## src/design/vole_pkg.sv

```systemverilog
package vole_pkg;

    // Widths of the byte and of the float fields.
    localparam int BYTE_W      = 8;
    localparam int FLOAT_MAN_W = 4;
    localparam int FLOAT_EXP_W = 3;

    // Operation codes as they arrive on the input channel.
    typedef enum logic [2:0] {
        OP_WRITE_IMM = 3'd0,
        OP_READ      = 3'd1,
        OP_ADD_INT   = 3'd2,
        OP_ADD_FLOAT = 3'd3,
        OP_OR        = 3'd4,
        OP_AND       = 3'd5,
        OP_XOR       = 3'd6,
        OP_ROTATE    = 3'd7
    } t_opcode;

    // Operands handed to the ALU.
    typedef struct packed {
        t_opcode             op;
        logic [BYTE_W-1:0]   a;
        logic [BYTE_W-1:0]   b;
        logic [BYTE_W-1:0]   imm;
        logic [2:0]          amt;
    } t_alu_in;

    // Result and status coming back from the ALU.
    typedef struct packed {
        logic [BYTE_W-1:0]   value;
        logic                sat;
    } t_alu_out;

endpackage

```

## src/design/vole_if.sv

```systemverilog
// Input channel: one instruction per beat.
interface vole_in_if import vole_pkg::*; ();
    logic                valid;
    logic                ready;
    logic [2:0]          opcode;
    logic [3:0]          dest_reg;
    logic [3:0]          src_a;
    logic [3:0]          src_b;
    logic [3:0]          rotate_amount;
    logic [BYTE_W-1:0]   immediate_value;

    modport source (
        output valid, opcode, dest_reg, src_a, src_b, rotate_amount, immediate_value,
        input  ready
    );
    modport sink (
        input  valid, opcode, dest_reg, src_a, src_b, rotate_amount, immediate_value,
        output ready
    );
endinterface

// Output channel: one result per beat.
interface vole_out_if import vole_pkg::*; ();
    logic                valid;
    logic                ready;
    logic [BYTE_W-1:0]   result_value;
    logic [3:0]          result_reg;
    logic                was_write;
    logic                float_saturated;

    modport source (
        output valid, result_value, result_reg, was_write, float_saturated,
        input  ready
    );
    modport sink (
        input  valid, result_value, result_reg, was_write, float_saturated,
        output ready
    );
endinterface

```

## src/design/vole_alu.sv

```systemverilog
module vole_alu import vole_pkg::*; (
    input  t_alu_in  i_req,
    output t_alu_out o_rsp
);

    logic [10:0]         mag_a;
    logic [10:0]         mag_b;
    logic signed [12:0]  fix_a;
    logic signed [12:0]  fix_b;
    logic signed [12:0]  fix_sum;
    logic                sum_neg;
    logic [11:0]         sum_mag;
    logic [FLOAT_EXP_W-1:0] norm_exp;
    logic [FLOAT_MAN_W-1:0] norm_man;
    logic [BYTE_W-1:0]   float_val;
    logic                float_sat;
    logic [2*BYTE_W-1:0] rot_wide;

    // Float operands to signed fixed point with eight fraction bits.
    always_comb begin
        mag_a = {7'd0, i_req.a[FLOAT_MAN_W-1:0]} << i_req.a[6:4];
        mag_b = {7'd0, i_req.b[FLOAT_MAN_W-1:0]} << i_req.b[6:4];
        fix_a = $signed({2'b00, mag_a});
        fix_b = $signed({2'b00, mag_b});
        if (i_req.a[7]) begin
            fix_a = -fix_a;
        end
        if (i_req.b[7]) begin
            fix_b = -fix_b;
        end
        fix_sum = fix_a + fix_b;
        sum_neg = fix_sum[12];
        sum_mag = sum_neg ? 12'(-fix_sum) : fix_sum[11:0];
    end

    // Normalize to the highest set bit, truncate, saturate at 8.0.
    always_comb begin
        norm_exp = '0;
        for (int k = 1; k < 8; k++) begin
            if (sum_mag[k+3]) begin
                norm_exp = FLOAT_EXP_W'(k);
            end
        end
        norm_man  = FLOAT_MAN_W'(sum_mag >> norm_exp);
        float_sat = sum_mag[11];
        if (float_sat) begin
            float_val = {sum_neg, 7'h7F};
        end else begin
            float_val = {sum_neg, norm_exp, norm_man};
        end
    end

    assign rot_wide = {i_req.a, i_req.a} >> i_req.amt;

    // Operation select.
    always_comb begin
        o_rsp.sat = 1'b0;
        case (i_req.op)
            OP_WRITE_IMM: o_rsp.value = i_req.imm;
            OP_READ:      o_rsp.value = i_req.a;
            OP_ADD_INT:   o_rsp.value = i_req.a + i_req.b;
            OP_ADD_FLOAT: begin
                o_rsp.value = float_val;
                o_rsp.sat   = float_sat;
            end
            OP_OR:        o_rsp.value = i_req.a | i_req.b;
            OP_AND:       o_rsp.value = i_req.a & i_req.b;
            OP_XOR:       o_rsp.value = i_req.a ^ i_req.b;
            OP_ROTATE:    o_rsp.value = rot_wide[BYTE_W-1:0];
            default:      o_rsp.value = '0;
        endcase
    end

endmodule

```

## src/design/vole_alu_register_file.sv

```systemverilog
// An accepted input beat is registered in the operand stage and then in the result register.
// Throughput: one instruction per cycle unless o_out stalls; a result may follow its predecessor
// directly, since the value written by one instruction is forwarded to the next.
// The register file reads at two ports into a registered operand stage.
// Reset (synchronous, active low) empties the pipeline and marks every register as zero.
module vole_alu_register_file import vole_pkg::*; #(
    parameter int REGISTER_COUNT = 16
) (
    input  logic        i_clk,
    input  logic        i_rst_n,
    vole_in_if.sink     i_in,
    vole_out_if.source  o_out
);

    localparam int         IDX_W = $clog2(REGISTER_COUNT);
    localparam logic [8:0] RC9   = 9'(REGISTER_COUNT);

    // Reduce a 4-bit register field modulo the register count.
    function automatic logic [3:0] reduce_index(logic [3:0] f);
        logic [8:0] v;
        v = {5'd0, f};
        for (int k = 0; k < 8; k++) begin
            if (v >= RC9) begin
                v = v - RC9;
            end
        end
        return v[3:0];
    endfunction

    function automatic logic [IDX_W-1:0] to_addr(logic [3:0] r);
        logic [7:0] w;
        w = {4'd0, r};
        return w[IDX_W-1:0];
    endfunction

    logic [BYTE_W-1:0]         r_mem [REGISTER_COUNT];
    logic [REGISTER_COUNT-1:0] r_vld;

    logic              in_fire;
    logic              s1_adv;
    logic              s1_wr;
    t_opcode           in_op;
    logic [3:0]        in_rd;
    logic [3:0]        in_ra;
    logic [3:0]        in_rb;
    logic [3:0]        in_addr_a;

    logic              r_s1_valid;
    t_opcode           r_s1_op;
    logic [3:0]        r_s1_rd;
    logic [3:0]        r_s1_ra;
    logic [2:0]        r_s1_amt;
    logic [BYTE_W-1:0] r_s1_imm;
    logic [BYTE_W-1:0] r_rd_a;
    logic [BYTE_W-1:0] r_rd_b;
    logic              r_ok_a;
    logic              r_ok_b;
    logic              r_fwd_a;
    logic              r_fwd_b;
    logic [BYTE_W-1:0] r_fwd_val;

    logic              r_out_valid;
    logic [BYTE_W-1:0] r_out_value;
    logic [3:0]        r_out_reg;
    logic              r_out_wr;
    logic              r_out_sat;

    t_alu_in           alu_req;
    t_alu_out          alu_rsp;

    // Handshake and input decode.
    assign s1_adv     = r_s1_valid && (!r_out_valid || o_out.ready);
    assign s1_wr      = (r_s1_op != OP_READ);
    assign i_in.ready = !r_s1_valid || s1_adv;
    assign in_fire    = i_in.valid && i_in.ready;
    assign in_op      = t_opcode'(i_in.opcode);
    assign in_rd      = reduce_index(i_in.dest_reg);
    assign in_ra      = reduce_index(i_in.src_a);
    assign in_rb      = reduce_index(i_in.src_b);
    assign in_addr_a  = (in_op == OP_ROTATE) ? in_rd : in_ra;

    // Operand stage control.
    always_ff @(posedge i_clk) begin
        if (!i_rst_n) begin
            r_s1_valid <= 1'b0;
            r_fwd_a    <= 1'b0;
            r_fwd_b    <= 1'b0;
        end else begin
            if (in_fire) begin
                r_s1_valid <= 1'b1;
                r_fwd_a    <= s1_adv && s1_wr && (r_s1_rd == in_addr_a);
                r_fwd_b    <= s1_adv && s1_wr && (r_s1_rd == in_rb);
            end else if (s1_adv) begin
                r_s1_valid <= 1'b0;
            end
        end
    end

    // Operand stage payload and register file reads.
    always_ff @(posedge i_clk) begin
        if (in_fire) begin
            r_s1_op  <= in_op;
            r_s1_rd  <= in_rd;
            r_s1_ra  <= in_ra;
            r_s1_amt <= i_in.rotate_amount[2:0];
            r_s1_imm <= i_in.immediate_value;
            r_rd_a   <= r_mem[to_addr(in_addr_a)];
            r_rd_b   <= r_mem[to_addr(in_rb)];
            r_ok_a   <= r_vld[to_addr(in_addr_a)];
            r_ok_b   <= r_vld[to_addr(in_rb)];
        end
        if (s1_adv && s1_wr) begin
            r_mem[to_addr(r_s1_rd)] <= alu_rsp.value;
            r_fwd_val               <= alu_rsp.value;
        end
    end

    // Written flags: a register never written reads as zero.
    always_ff @(posedge i_clk) begin
        if (!i_rst_n) begin
            r_vld <= '0;
        end else if (s1_adv && s1_wr) begin
            r_vld[to_addr(r_s1_rd)] <= 1'b1;
        end
    end

    // Operands with forwarding from the instruction just retired.
    always_comb begin
        alu_req.op  = r_s1_op;
        alu_req.imm = r_s1_imm;
        alu_req.amt = r_s1_amt;
        alu_req.a   = r_fwd_a ? r_fwd_val : (r_ok_a ? r_rd_a : '0);
        alu_req.b   = r_fwd_b ? r_fwd_val : (r_ok_b ? r_rd_b : '0);
    end

    vole_alu u_alu (
        .i_req (alu_req),
        .o_rsp (alu_rsp)
    );

    // Result register.
    always_ff @(posedge i_clk) begin
        if (!i_rst_n) begin
            r_out_valid <= 1'b0;
        end else if (s1_adv) begin
            r_out_valid <= 1'b1;
        end else if (o_out.ready) begin
            r_out_valid <= 1'b0;
        end
    end

    always_ff @(posedge i_clk) begin
        if (s1_adv) begin
            r_out_value <= alu_rsp.value;
            r_out_reg   <= s1_wr ? r_s1_rd : r_s1_ra;
            r_out_wr    <= s1_wr;
            r_out_sat   <= alu_rsp.sat;
        end
    end

    assign o_out.valid           = r_out_valid;
    assign o_out.result_value    = r_out_value;
    assign o_out.result_reg      = r_out_reg;
    assign o_out.was_write       = r_out_wr;
    assign o_out.float_saturated = r_out_sat;

    // A retiring write marks its register as written.
    a_write_marks: assert property (@(posedge i_clk) disable iff (!i_rst_n)
        s1_adv && s1_wr |=> r_vld[$past(to_addr(r_s1_rd))])
        else $error("retired write did not mark its register");

    // Forwarding is only armed when a write retired on the same edge.
    a_fwd_needs_write: assert property (@(posedge i_clk) disable iff (!i_rst_n)
        in_fire && !(s1_adv && s1_wr) |=> !r_fwd_a && !r_fwd_b)
        else $error("forwarding armed without a retiring write");

    // A saturated float result carries the largest magnitude.
    a_sat_value: assert property (@(posedge i_clk) disable iff (!i_rst_n)
        r_out_valid && r_out_sat |-> r_out_value[6:0] == 7'h7F)
        else $error("saturated result is not the largest magnitude");

    // Only a write can report saturation.
    a_sat_write: assert property (@(posedge i_clk) disable iff (!i_rst_n)
        r_out_valid && !r_out_wr |-> !r_out_sat)
        else $error("read reported float saturation");

    // An accepted beat occupies the operand stage on the next cycle.
    a_accept_fills: assert property (@(posedge i_clk) disable iff (!i_rst_n)
        in_fire |=> r_s1_valid)
        else $error("accepted beat lost before the operand stage");

endmodule
```

## src/flat_wrapper.sv

```systemverilog
// flat-port wrapper written by rule: the top's interface ports become plain ports
module vole_alu_register_file_flat import vole_pkg::*;
#(
    parameter int REGISTER_COUNT = 16
)
  (i_clk, i_rst_n, i_in_valid, i_in_opcode, i_in_dest_reg, i_in_src_a, i_in_src_b, i_in_rotate_amount, i_in_immediate_value, i_in_ready, o_out_valid, o_out_result_value, o_out_result_reg, o_out_was_write, o_out_float_saturated, o_out_ready);
  vole_in_if i_in_i ();
  vole_out_if o_out_i ();
  input  logic i_clk;
  input  logic i_rst_n;
  input wire logic [$bits(i_in_i.valid)-1:0] i_in_valid;
  input wire logic [$bits(i_in_i.opcode)-1:0] i_in_opcode;
  input wire logic [$bits(i_in_i.dest_reg)-1:0] i_in_dest_reg;
  input wire logic [$bits(i_in_i.src_a)-1:0] i_in_src_a;
  input wire logic [$bits(i_in_i.src_b)-1:0] i_in_src_b;
  input wire logic [$bits(i_in_i.rotate_amount)-1:0] i_in_rotate_amount;
  input wire logic [$bits(i_in_i.immediate_value)-1:0] i_in_immediate_value;
  output wire logic [$bits(i_in_i.ready)-1:0] i_in_ready;
  output wire logic [$bits(o_out_i.valid)-1:0] o_out_valid;
  output wire logic [$bits(o_out_i.result_value)-1:0] o_out_result_value;
  output wire logic [$bits(o_out_i.result_reg)-1:0] o_out_result_reg;
  output wire logic [$bits(o_out_i.was_write)-1:0] o_out_was_write;
  output wire logic [$bits(o_out_i.float_saturated)-1:0] o_out_float_saturated;
  input wire logic [$bits(o_out_i.ready)-1:0] o_out_ready;
  assign i_in_i.valid = i_in_valid;
  assign i_in_i.opcode = i_in_opcode;
  assign i_in_i.dest_reg = i_in_dest_reg;
  assign i_in_i.src_a = i_in_src_a;
  assign i_in_i.src_b = i_in_src_b;
  assign i_in_i.rotate_amount = i_in_rotate_amount;
  assign i_in_i.immediate_value = i_in_immediate_value;
  assign i_in_ready = i_in_i.ready;
  assign o_out_valid = o_out_i.valid;
  assign o_out_result_value = o_out_i.result_value;
  assign o_out_result_reg = o_out_i.result_reg;
  assign o_out_was_write = o_out_i.was_write;
  assign o_out_float_saturated = o_out_i.float_saturated;
  assign o_out_i.ready = o_out_ready;
  vole_alu_register_file #(.REGISTER_COUNT(REGISTER_COUNT)) u_core (.i_clk(i_clk), .i_rst_n(i_rst_n), .i_in(i_in_i), .o_out(o_out_i));
endmodule
```

## config.mk

```make
export PLATFORM = sky130hd
export DESIGN_NAME = vole_alu_register_file_flat
export DESIGN_NICKNAME = d
export VERILOG_FILES = /design/src/design/vole_pkg.sv /design/src/design/vole_if.sv /design/src/design/vole_alu.sv /design/src/design/vole_alu_register_file.sv /design/src/flat_wrapper.sv
export SDC_FILE = /design/constraint.sdc
export NUM_CORES = 1
export LEC_CHECK = 0
export ABC_AREA = 1
export BUFFER_PORTS_ARGS = -buffer_cell sky130_fd_sc_hd__buf_2
export CORE_MARGIN = 2
export CORE_UTILIZATION = 50
export DETAILED_ROUTE_END_ITERATION = 7
export PLACE_DENSITY_LB_ADDON = 0.3
export SYNTH_ARGS = -nofsm -noshare
export SYNTH_HDL_FRONTEND = slang
export SYNTH_HIERARCHICAL = 1
export SYNTH_SLANG_ARGS = --single-unit
```

## constraint.sdc

```tcl
create_clock -name i_clk -period 6.3 [get_ports i_clk]
set_input_delay 1.26 -clock i_clk [delete_from_list [all_inputs] [get_ports i_clk]]
set_output_delay 1.26 -clock i_clk [all_outputs]
set_load 0.1 [all_outputs]
```

* Word-level counts from Yosys, hierarchy flattened
Memories as Yosys holds them, arrays and structs flattened. A register that Yosys moved wholly into a read port is not among the register bits.
Index checks and enable logic that the tools add are counted.
W data, S select, Z words.
** Cells by class
- $add $sub $neg :: 5
- Order comparisons :: 4
- Equality and inequality tests :: 11
- Shifts and indexed selects :: 4
- Multiplexer cells :: 30
- Bitwise logic cells :: 4
- Reduce and logical (&&, ||, !) cells :: 13
** Operators by type and width (number)
- $pmux W8 S8 :: 1
- $mux W8 :: 4
- $mux W13 :: 2
- $neg A11 Y13 :: 2
- $shl A4 B3 Y11 :: 2
- $mux W3 :: 6
- $or A16 B16 Y16 :: 1
- $shr A16 B3 Y8 :: 1
- $eq A3 B3 Y1 const B :: 5
- $lt A4 B5 Y1 const B :: 3
- $add A13 B13 Y13 :: 1
- $mux W12 :: 1
- $neg A12 Y12 :: 1
- $shr A12 B3 Y4 :: 1
- $mux W1 :: 10
- $add A8 B8 Y8 :: 1
- $and A8 B8 Y8 :: 1
- $bmux W1 S4 :: 2
- $eq A4 B4 Y1 :: 2
- $mux W4 :: 2
- $or A8 B8 Y8 :: 1
- $xor A8 B8 Y8 :: 1
- $mux W7 :: 1
- $eq A3 B2 Y1 const B :: 2
- 9 further kinds :: 17
** Storage, ports and cells
- Bits in registers :: 66
- Bits in writable memories :: 128
- Bits of input ports :: 31
- Output and inout bits :: 16
- Logic and storage cells :: 89
- Memories kept :: 1
** Memories
- u_core.r_mem :: words 16, width 8, read ports 2, clocked after memory_dff 2, wr ports 1, line vole_alu_register_file.sv:36 : logic [BYTE_W-1:0] r_mem [REGISTER_COUNT];

* Longest topological paths before layout
Gate-level depths: netlist of the first run.
- Depth after elaboration :: 18
- Mapped depth :: 43
- Depth with buffers taken out :: 41

* Cells and area by module
Netlist of the first run, hierarchy kept.
** By module, submodules not included
- vole_alu_register_file :: instances 1, cells each 1085, area each 10088.4 um2, sequential area each 6105.9 um2
- vole_alu :: instances 1, cells each 589, area each 3420.8 um2, sequential area each 0.0 um2

* Worst setup path before layout of the first run
OpenSTA, ideal clock, no wires.
- Kind :: register to register
- Start :: register u_core.r_fwd_b
- End :: register u_core.r_out_value[1], in the netlist u_core/o_out.result_value[1] (data pin)
- Setup time :: 302 ps
- Arrival :: 4897 ps
- Data required time :: 5998 ps
- Path slack :: 1101 ps
- Cell stages (with the launch flop) :: 33
- Buffers on the path :: 1
- Period minus slack after synthesis :: 5199 ps
- Cell sequence :: dfxtp_1 inv_1 clkbuf_1 o21ai_0 inv_2 nand3_1 nand3_1 nor2_1 o21ai_0 nor2_1 nand2_1 nand2_1 xor2_1 ha_1 a21oi_1 o211ai_4 xnor2_4 inv_2 nor3_2 nand3_1 nand2_1 nand2_1 nand2_1 o21ai_2 inv_2 nand2_2 nor2_8 nand3_1 nand2_1 nand2_1 nand2_1 nand2_1 a21oi_1
** RTL lines
- from (decl) :: line vole_alu_register_file.sv:59 : logic r_fwd_b;
- from (signal assigned) :: line vole_alu_register_file.sv:92 : r_fwd_b <= s1_adv && s1_wr && (r_s1_rd == in_rb);
- to (signal assigned) :: line vole_alu_register_file.sv:154 : r_out_value <= alu_rsp.value;
- to (decl) :: line vole_alu_register_file.sv:63 : logic [BYTE_W-1:0] r_out_value;

==> results.txt, run 1 <==
Power Total: 4.48 mW
Worst Setup Path Type: flop to flop
Synth Instances: 1674
fraction of registers with async set/reset: 0%
WL/cell: 18.1 µm
Pleak: 6.56 nW
nets: 1766
CTS tree: done
Setup violations, final: 0
IO Count: 47
net count after synthesis: 1738
vias in the first global route: 11100
WHS Path Cells: 2
Period minus WS final: 5.83 ns
clock slew at reported path FFs: 0.06 ns
part of the Yosys area used for sequential elements: 45.2%
Largest Register: u_core/r_mem
dpl ws: 0.282 ns
Synth Cell Area: 13500 µm²
Clk pwr share: 27.7%
starting density of the core: 50.5%
syn_area_per_cell: 8.07 µm²
overflow left after global routing: 0
Synth Flop Type: edfxtp_1
Synth area leaders: edfxtp_1, nand2_1, nand3_1
CTS H-tree depth: 1
Synth top cells by count: nand2_1, inv_1, nand3_1, edfxtp_1, o21ai_0
Tcrit/Tclk final: 92.6%
final instance area: 14700 µm²
crit path DAT: 5.85 ns
sequential power share: 37.2%
placed insts: 2019
CP endpoint kind: flop
max FFs per register: 128
CP Max Fanout: 18
Longest Clk Path Bufs: 3
# diodes: 0
Post-DP Area: 14100 µm²
Comb pwr share: 35.1%
path depth of the worst reg2reg path: 24
CTS Root Cell: clkbuf_16
layout cell share with drive strength beyond 1: 11.5%
Min Hold Slack: 0.471 ns
via/cell ratio: 5.65
Pint: 2.82 mW
maximum vdd drop: 0.231 mV
P per Cell Area: 304 nW/µm²
status: finished clean
sw power: 1.66 mW
via count of the routed design: 11600
synth unique cells: 55
largest registers: u_core/r_mem x128, u_core/r_vld x16
share of the synthesized area in the top cell type: 42.2%
DIE HEIGHT: 168 µm
Post-Layout Cell Count: 2058
RSZ-0062 raised after global routing: no
Final Util: 55.2%
Initial DRT Pass Iterations: 6
count leader, synth: nand2_1
Die X: 168 µm
synth-to-layout area growth: 9.17%
total track usage: 26.3%
Ys Warns: 6
crit start category: flop
Core Box Area: 26700 µm²
fmax: 171 MHz
Yosys top cell by area: edfxtp_1
Hold Crit Class: flop to flop
clk_lat worst skew: 0.52 ns
Slew HR: 27.2%
first-pass GRT wire length: 58500 µm
#FFs+latches synth: 210
HP Start: u_core/r_fwd_b
pins over their slew limit: 0
PnR worst setup slack: 0.466 ns
largest net degree at the start of global routing: 110
Net Sw Frac: 37.0%
CTS Buf Count: 22
Iter 0 DRT Violations: 1085
initial antenna violation count: 0
final wirelength: 37300 µm
number of antenna-violating nets in the routed design: 0
Hold Path End: u_core/r_fwd_b
worst r2r src: u_core/r_fwd_a
clk sinks: 210
DRC viols: 0
Fin Clk Skew: 0.0183 ns
DIE AREA: 28300 µm²
dpl hpwl: 25200 µm
reg2reg setup slack: 0.47 ns
Post-synth EDFFs: 190
Core Rows: 60
worst path required time: 6.31 ns
RR Endpoint: u_core/r_fwd_val[4]
final hold viol count: 0
RD Place Congestion: 0.960
setup TNS: 0 ns
IO buf count: 45
Worst Tran Pin Value: 1.09 ns
Max Cap Violations: 0
postcts setup bufs: 0
[power groups by stage]
| stage | clock network, mW | registers [mW] | logic, mW |
|---|---|---|---|
| final | 1.24 | 1.67 | 1.57 |
| after global routing | 1.31 | 1.67 | 1.74 |
| after CTS | 1.26 | 1.67 | 1.57 |
| after detailed placement | 0 | 1.70 | 1.56 |
| after global placement | 0 | 1.69 | 1.54 |
| after floorplan | 0 | 1.74 | 1.13 |
[layer usage]
layer  share of wire [%]  track usage [%]
met1                  40             33.6
met2                  49             45.1
met3                 7.3             3.29
met4                 4.1             10.8
met5                   0                0
[cells by family (layout without fill, tap and decap cells)]
logic type               Yosys count  in the layout  synth area share, %
AO/OA/AOI/OAI                    270            270                 11.5
XOR/XNOR                          38             38                 2.85
adder cells (fa/ha/maj)           33             33                 3.17
buffers and inverters            356            399                 10.6
flip-flops                       210            210                 45.2
multiplexers                       6              6                0.445
AND/OR/NAND/NOR                  761            761                 26.2
[worst max path at each step]
stage                                   endpoint  cells past startpoint           start
finish                       u_core/r_fwd_val[4]                     24  u_core/r_fwd_a
CTS                 u_core/o_out.result_value[3]                     30  u_core/r_fwd_b
floorplan           u_core/o_out.result_value[1]                     32  u_core/r_fwd_b
detailed placement  u_core/o_out.result_value[3]                     30  u_core/r_fwd_b
global placement              u_core/r_mem[9][6]                     24  u_core/r_fwd_b
global route                 u_core/r_fwd_val[4]                     24  u_core/r_fwd_a
[layout by cell type (no fill, tap or decap), types with 4 or more instances in the layout]
cell type    n
nand2_1    375
inv_1      265
nand3_1    260
edfxtp_1   190
o21ai_0     95
a21oi_1     93
nor2_1      49
buf_2       44
o211ai_1    37
ha_1        31
buf_4       29
xor2_1      24
clkbuf_16   22
nand2_2     21
dfxtp_1     20
inv_2       13
nand3_2     12
clkinv_1    10
nand4_1     10
xnor2_1     10
nor3_1       9
o22ai_1      7
o21ai_2      6
a31oi_1      6
mux2i_1      6
nor2_2       5
nand2_4      4
o21ai_1      4
inv_4        4
a21oi_2      4
or2_2        4
a221oi_1     4
[cell type report]
| type | instances | area [µm²] |
|---|---|---|
| flip-flops and latches | 210 | 6110 |
| inverters | 287 | 1090 |
| clock buffers | 26 | 576 |
| well taps | 341 | 427 |
| clock inverters | 13 | 108 |
| fillers | 2441 | 12000 |
| repair buffers | 73 | 438 |
| multi-input cells | 1108 | 6010 |
[repair_timing]
| item | in CTS | in global routing |
|---|---|---|
| endpoints found under the setup margin | 0 | 126 |
| hold buffers | 0 | 0 |
| gates resized for setup | 0 | 4 |
[worst max-delay path: stages, from the launching register on]
cell and delay, ns:
dfxtp_1 0.31, inv_1 0.29, o21ai_0 0.29, inv_4 0.18, nand2_1 0.10, nor2_1 0.14
inv_1 0.07, nor2_1 0.16, inv_1 0.08, ha_1 0.29, nand2_1 0.06, o21ai_0 0.16
fa_1 0.54, nand3_1 0.10, nand2_1 0.08, xor2_1 0.21, nor3_1 0.29, nand3_1 0.18
nor2_1 0.12, nand2_1 0.09, o31ai_1 0.33, xnor2_1 0.22, nand3_1 0.22, a32oi_1 0.23
o2111ai_2 0.59
Power figures use the tool's default switching activity.
==> run 2: changes to the inputs <==
--- a/config.mk
+++ b/config.mk
@@ -10,7 +10,7 @@
 export CORE_MARGIN = 2
 export CORE_UTILIZATION = 50
 export DETAILED_ROUTE_END_ITERATION = 7
-export PLACE_DENSITY_LB_ADDON = 0.3
+export PLACE_DENSITY = 0.71
 export SYNTH_ARGS = -nofsm -noshare
 export SYNTH_HDL_FRONTEND = slang
 export SYNTH_HIERARCHICAL = 1
==> run 2 against run 1 <==
Effect of this change:
- worst hold slack lost 0.0047 ns
- global-route usage decreased by 0.31 points
- final cell count hardly changed
- via count rose by 0.15%
- register-to-register slack is essentially flat
- sequential share of layout area is 0.15 points lower
- setup slack better by 0.0052 ns
- cell area is 0.36% higher
- combinational power barely moved
- core utilization increased by 0.20 points
- power increased by 1.2%
==> results.txt, run 2 (synthesis gave the netlist of run 1 again) <==
final hold viol count: 0
CTS Root Cell: clkbuf_16
Iter 0 DRT Violations: 1180
Setup violations, final: 0
synth-to-layout area growth: 9.56%
CTS tree: done
Slew HR: 26.9%
setup TNS: 0 ns
Comb pwr share: 34.7%
status: finished clean
Clk pwr share: 28.5%
Hold Crit Class: flop to flop
Power Total: 4.53 mW
nets: 1767
clock slew at reported path FFs: 0.06 ns
Die X: 168 µm
IO buf count: 45
CTS Buf Count: 22
worst-path cell chain: inv_1, o21ai_0, inv_4, nand2_1, nor2_1, inv_1, nor2_1, inv_1, ha_1, nand2_1, o21ai_0, fa_1, nand3_1, nand2_1, xor2_1, nor3_1, nand3_1, nor2_1, nand2_1, o31ai_1, xnor2_1, nand3_1, a32oi_1, o2111ai_2
number of antenna-violating nets in the routed design: 0
DRC viols: 0
largest net degree at the start of global routing: 76
# diodes: 0
Pint: 2.87 mW
CP endpoint kind: flop
postcts setup bufs: 0
DIE AREA: 28300 µm²
pins over their slew limit: 0
# hold bufs at CTS: 0
Max Cap Violations: 0
clk sinks: 210
max FFs per register: 128
worst path required time: 6.33 ns
overflow left after global routing: 0
via count of the routed design: 11600
clk_lat worst skew: 0.53 ns
sequential power share: 36.8%
RD Place Congestion: 0.931
layout cell share with drive strength beyond 1: 11.8%
CP max stage delay: 0.57 ns
dpl hpwl: 25100 µm
RSZ-0062 raised after global routing: yes
CP Max Fanout: 18
most common cell after layout, fill and taps aside: nand2_1
DIE HEIGHT: 168 µm
Worst Setup Path Type: flop to flop
sw power: 1.66 mW
P per Cell Area: 306 nW/µm²
Core Rows: 60
Largest Register: u_core/r_mem
crit path DAT: 5.86 ns
slowest CP cell: o2111ai_2
first-pass GRT wire length: 57500 µm
Min Hold Slack: 0.466 ns
Longest Clk Path Bufs: 3
Core Box Area: 26700 µm²
Top Family by Delay on Critical Path: compound AO/OA/AOI/OAI gates
most frequent CP cell: nand2_1
Net Sw Frac: 36.6%
most frequent cells in the layout: nand2_1, inv_1, nand3_1, edfxtp_1, o21ai_0
Initial DRT Pass Iterations: 5
IO Count: 47
Fin Clk Skew: 0.0267 ns
fmax: 172 MHz
Worst Tran Pin Value: 1.10 ns
CP bufs+invs: 4
starting density of the core: 50.5%
WL/cell: 18.2 µm
Pleak: 6.59 nW
via/cell ratio: 5.65
total track usage: 25.9%
vias in the first global route: 10900
maximum vdd drop: 0.217 mV
crit start category: flop
Period minus WS final: 5.83 ns
largest registers: u_core/r_mem x128, u_core/r_vld x16
final wirelength: 37400 µm
Tcrit/Tclk final: 92.5%
initial antenna violation count: 0
CTS H-tree depth: 1
## run 2: worst reg2reg max path, delay by kind of cell, from the launching register on
kind	cells	cell delay (ns)
adders and majority gates	2	0.82
AOI/OAI and AO/OA	5	1.58
xor gates and xnor gates	2	0.44
DFF	1	0.31
buffers and inverters	4	0.65
and+or+nand+nor	11	1.57
## run 2: stage by stage
stage,instances,area (µm²),utilization (%),setup WS (ns)
floorplan,1674,13500,-,1.10
global placement,2020,14100,52.6,0.506
detailed placement,2020,14100,52.6,0.455
CTS,2060,14800,55.4,0.433
global route,2060,14800,55.4,-0.0916
finish,2060,14800,55.4,0.471
## run 2: area by class of cell
class | count | area (µm²)
Fill cell | 2410 | 11900
Sequential cell | 210 | 6110
Multi-Input combinational cell | 1108 | 6000
Inverter | 287 | 1090
Clock buffer | 30 | 631
Timing Repair Buffer | 74 | 445
Tap cell | 341 | 427
Clock inverter | 10 | 101
## run 2: path summary, 6_finish.rpt
path	from	endpoint	slack (ns)	depth (start not counted)
worst max-delay path	u_core/r_fwd_a	u_core/r_fwd_val[4]	0.47	24
worst max register to register	u_core/r_fwd_a	u_core/r_fwd_val[4]	0.47	24
worst min register to register	u_core/r_fwd_a	u_core/r_fwd_a	0.47	2
worst min-delay path	u_core/r_fwd_a	u_core/r_fwd_a	0.47	2
## run 2: power by group through the flow
stage               logic (mW)  clock network, mW  registers, mW
floorplan                 1.13                  0           1.74
global placement          1.54                  0           1.69
detailed placement        1.56                  0           1.70
CTS                       1.56               1.31           1.67
global route              1.73               1.36           1.67
finish                    1.57               1.29           1.67
## run 2: layer usage
layer | vias up | global-route usage [%] | wire, µm
li1 | 5644 | - | -
met4 | 0 | 11.7 | 1750
met2 | 548 | 44.9 | 17900
met1 | 5343 | 32.7 | 14600
met3 | 105 | 3.03 | 3130
met5 | - | 0 | 0
## run 2: what timing repair did
action	4_1_cts	5_1_grt
resized for setup	0	2
setup endpoints to repair	0	72
endpoints found under the hold margin	0	0
==> run 3: changes to the inputs <==
--- a/config.mk
+++ b/config.mk
@@ -10,8 +10,8 @@
 export CORE_MARGIN = 2
 export CORE_UTILIZATION = 50
 export DETAILED_ROUTE_END_ITERATION = 7
-export PLACE_DENSITY = 0.71
+export PLACE_DENSITY = 0.72
+export REMOVE_ABC_BUFFERS = 1
 export SYNTH_ARGS = -nofsm -noshare
 export SYNTH_HDL_FRONTEND = slang
-export SYNTH_HIERARCHICAL = 1
 export SYNTH_SLANG_ARGS = --single-unit
==> run 3 against run 2 <==
Effect of this change:
- non-clock buffer count down 4
- clock skew down 0.0023 ns
- cell area down 4.4%
- clock power up 7%
- largest power group unchanged
- highest routed layer unchanged
==> results.txt, run 3 <==
status: finished clean
CTS tree: done
RSZ-0062 raised after global routing: no
max FFs per register: 128
WHS Path Cells: 1
most frequent cells in the layout: nand2_1, edfxtp_1, o21ai_0, nor2_1, inv_1
Worst Setup Path Type: flop to flop
Pleak: 5.68 nW
Final Util: 56.2%
Yosys top cell by area: edfxtp_1
count leader, synth: nand2_1
Ys Warns: 0
Hold Crit Class: flop to flop
Hold Path End: u_core.r_vld[15]
FILL cells: 2170
DRC viols: 0
Setup violations, final: 0
starting density of the core: 51.0%
WL/cell: 19.0 µm
met2 Track Usage GR: 46.4%
#FFs+latches synth: 210
Max Cap Violations: 0
pins over their slew limit: 0
CTS Root Cell: clkbuf_16
Largest Register: u_core.r_mem
final wirelength: 35800 µm
most common cell after layout, fill and taps aside: nand2_1
clk_lat worst skew: 0.51 ns
DIE HEIGHT: 164 µm
Core Rows: 58
Synth Instances: 1511
largest registers: u_core.r_mem x128, u_core.r_vld x16
Worst Tran Pin Value: 1.19 ns
Longest Clk Path Bufs: 3
# hold bufs at CTS: 0
crit start category: flop
layout cell share with drive strength beyond 1: 11.0%
Post-synth EDFFs: 190
via/cell ratio: 5.96
Synth area leaders: edfxtp_1, nand2_1, o21ai_0
path depth of the worst reg2reg path: 32
first-pass GRT wire length: 55600 µm
largest net degree at the start of global routing: 73
Min Hold Slack: 0.469 ns
Post-Layout Cell Count: 1878
Post-DP Area: 13400 µm²
fmax: 176 MHz
Synth top cells by count: nand2_1, edfxtp_1, o21ai_0, nor2_1, inv_1
number of antenna-violating nets in the routed design: 0
final hold viol count: 0
CP max stage delay: 0.55 ns
postcts setup bufs: 0
syn_area_per_cell: 8.51 µm²
fraction of registers with async set/reset: 0%
maximum vdd drop: 0.246 mV
overflow left after global routing: 0
CP endpoint kind: flop
CTS H-tree depth: 1
initial antenna violation count: 0
Fin Clk Skew: 0.0243 ns
clk sinks: 210
Synth Flop Type: edfxtp_1
placed insts: 1840
synth-to-layout area growth: 10.1%
# diodes: 0
Tcrit/Tclk final: 90.0%
Slew HR: 20.4%
Initial DRT Pass Iterations: 6
RR Endpoint: u_core.r_fwd_val[2]
RD Place Congestion: 0.931
CTS Buf Count: 21
CP Max Fanout: 12
synth unique cells: 49
clock slew at reported path FFs: 0.07 ns
IO buf count: 45
via count of the routed design: 11200
share of the synthesized area in the top cell type: 44.4%
Period minus WS final: 5.67 ns
crit path DAT: 6.02 ns
M1 GR Usage: 33.6%
setup TNS: 0 ns
reg2reg setup slack: 0.63 ns
worst r2r src: u_core.r_ok_b
Die X: 164 µm
P per Cell Area: 314 nW/µm²
met3 usage: 2.90%
slowest CP cell: edfxtp_1
dpl hpwl: 24800 µm
HP Start: u_core.r_vld[15]
vias in the first global route: 10700
part of the Yosys area used for sequential elements: 47.5%
IO Count: 47
worst path required time: 6.65 ns
nets: 1590
DIE AREA: 27000 µm²
Core Box Area: 25200 µm²
total track usage: 26.7%
GRT busiest layer: met2
Synth Cell Area: 12900 µm²
final instance area: 14100 µm²
Iter 0 DRT Violations: 1346
==> run 3: cell count changes after synthesis, moves of 23 or more <==
cell	before	now
clkbuf_1	28	51
o21ai_0	97	168
inv_1	265	143
nand3_1	260	88
nor2_1	49	162
nand2_1	375	275
o221ai_1	0	30
==> run 3: logic make-up after synthesis <==
family / count (synthesis) / synth area share (%)
simple gates: 589 / 19.7
fa+ha+maj: 26 / 2.59
mux: 28 / 2.18
flops: 210 / 47.5
xor+xnor: 37 / 2.52
buf+inv: 228 / 7.00
compound gates: 393 / 18.5
==> run 3: worst max path at each step <==
stage,startpoint,to,slack (ns),cells past startpoint
after floorplan,u_core.r_fwd_b,u_core.o_out.result_value[2],1.07,29
after global placement,u_core.r_fwd_a,u_core.r_mem[15][2],0.67,32
after detailed placement,u_core.r_fwd_a,u_core.r_mem[14][2],0.55,32
after CTS,u_core.r_fwd_a,u_core.r_fwd_val[2],0.51,32
after global routing,u_core.r_ok_b,u_core.r_fwd_val[2],0.05,34
final,u_core.r_ok_b,u_core.r_fwd_val[2],0.63,32
==> run 3: where the power goes <==
group | total (mW) | switching, mW | leakage, nW | internal, mW
logic | 1.40 | 0.983 | 3.38 | 0.416
clock network | 1.38 | 0.526 | 0.380 | 0.853
registers | 1.66 | 0.0267 | 1.93 | 1.64
total | 4.44 | 1.54 | 5.68 | 2.90
==> run 3: per-stage QoR <==
step / power, mW / worst slack [ns]
final: 4.44 / 0.628
after global routing: 4.67 / 0.0532
after CTS: 4.42 / 0.510
after detailed placement: 3.06 / 0.548
after global placement: 3.04 / 0.672
after floorplan: 2.68 / 1.07
==> run 3: area by class of cell <==
cell class	instances	area (µm²)	share of cell area (%)
clock buffer	25	571	4.03
clock inverter	13	196	1.39
inverter	157	589	4.17
multi-input combinational	1073	5850	41.4
sequential	210	6110	43.2
tap	330	413	2.92
timing repair buffer	70	415	2.94
==> run 3: worst max-delay path, delay by kind of cell, from the launching register on <==
| kind | cells | cell delay [ns] |
|---|---|---|
| buffers and inverters | 9 | 1.31 |
| adder cells (fa/ha/maj) | 1 | 0.31 |
| AO/OA/AOI/OAI | 7 | 1.68 |
| flip-flops | 1 | 0.55 |
| AND/OR/NAND/NOR | 14 | 1.44 |
| XOR/XNOR | 1 | 0.20 |
==> run 3: timing repair <==
item | 4_1_cts | 5_1_grt
resized for setup | 0 | 2
setup endpoints to repair | 0 | 95
endpoints found under the hold margin | 0 | 0
==> run 3: routing by layer <==
metal	share of wire, %	vias up
li1	-	5319
met1	40	5217
met2	49	548
met3	7.8	108
met4	4.0	0
met5	0	-
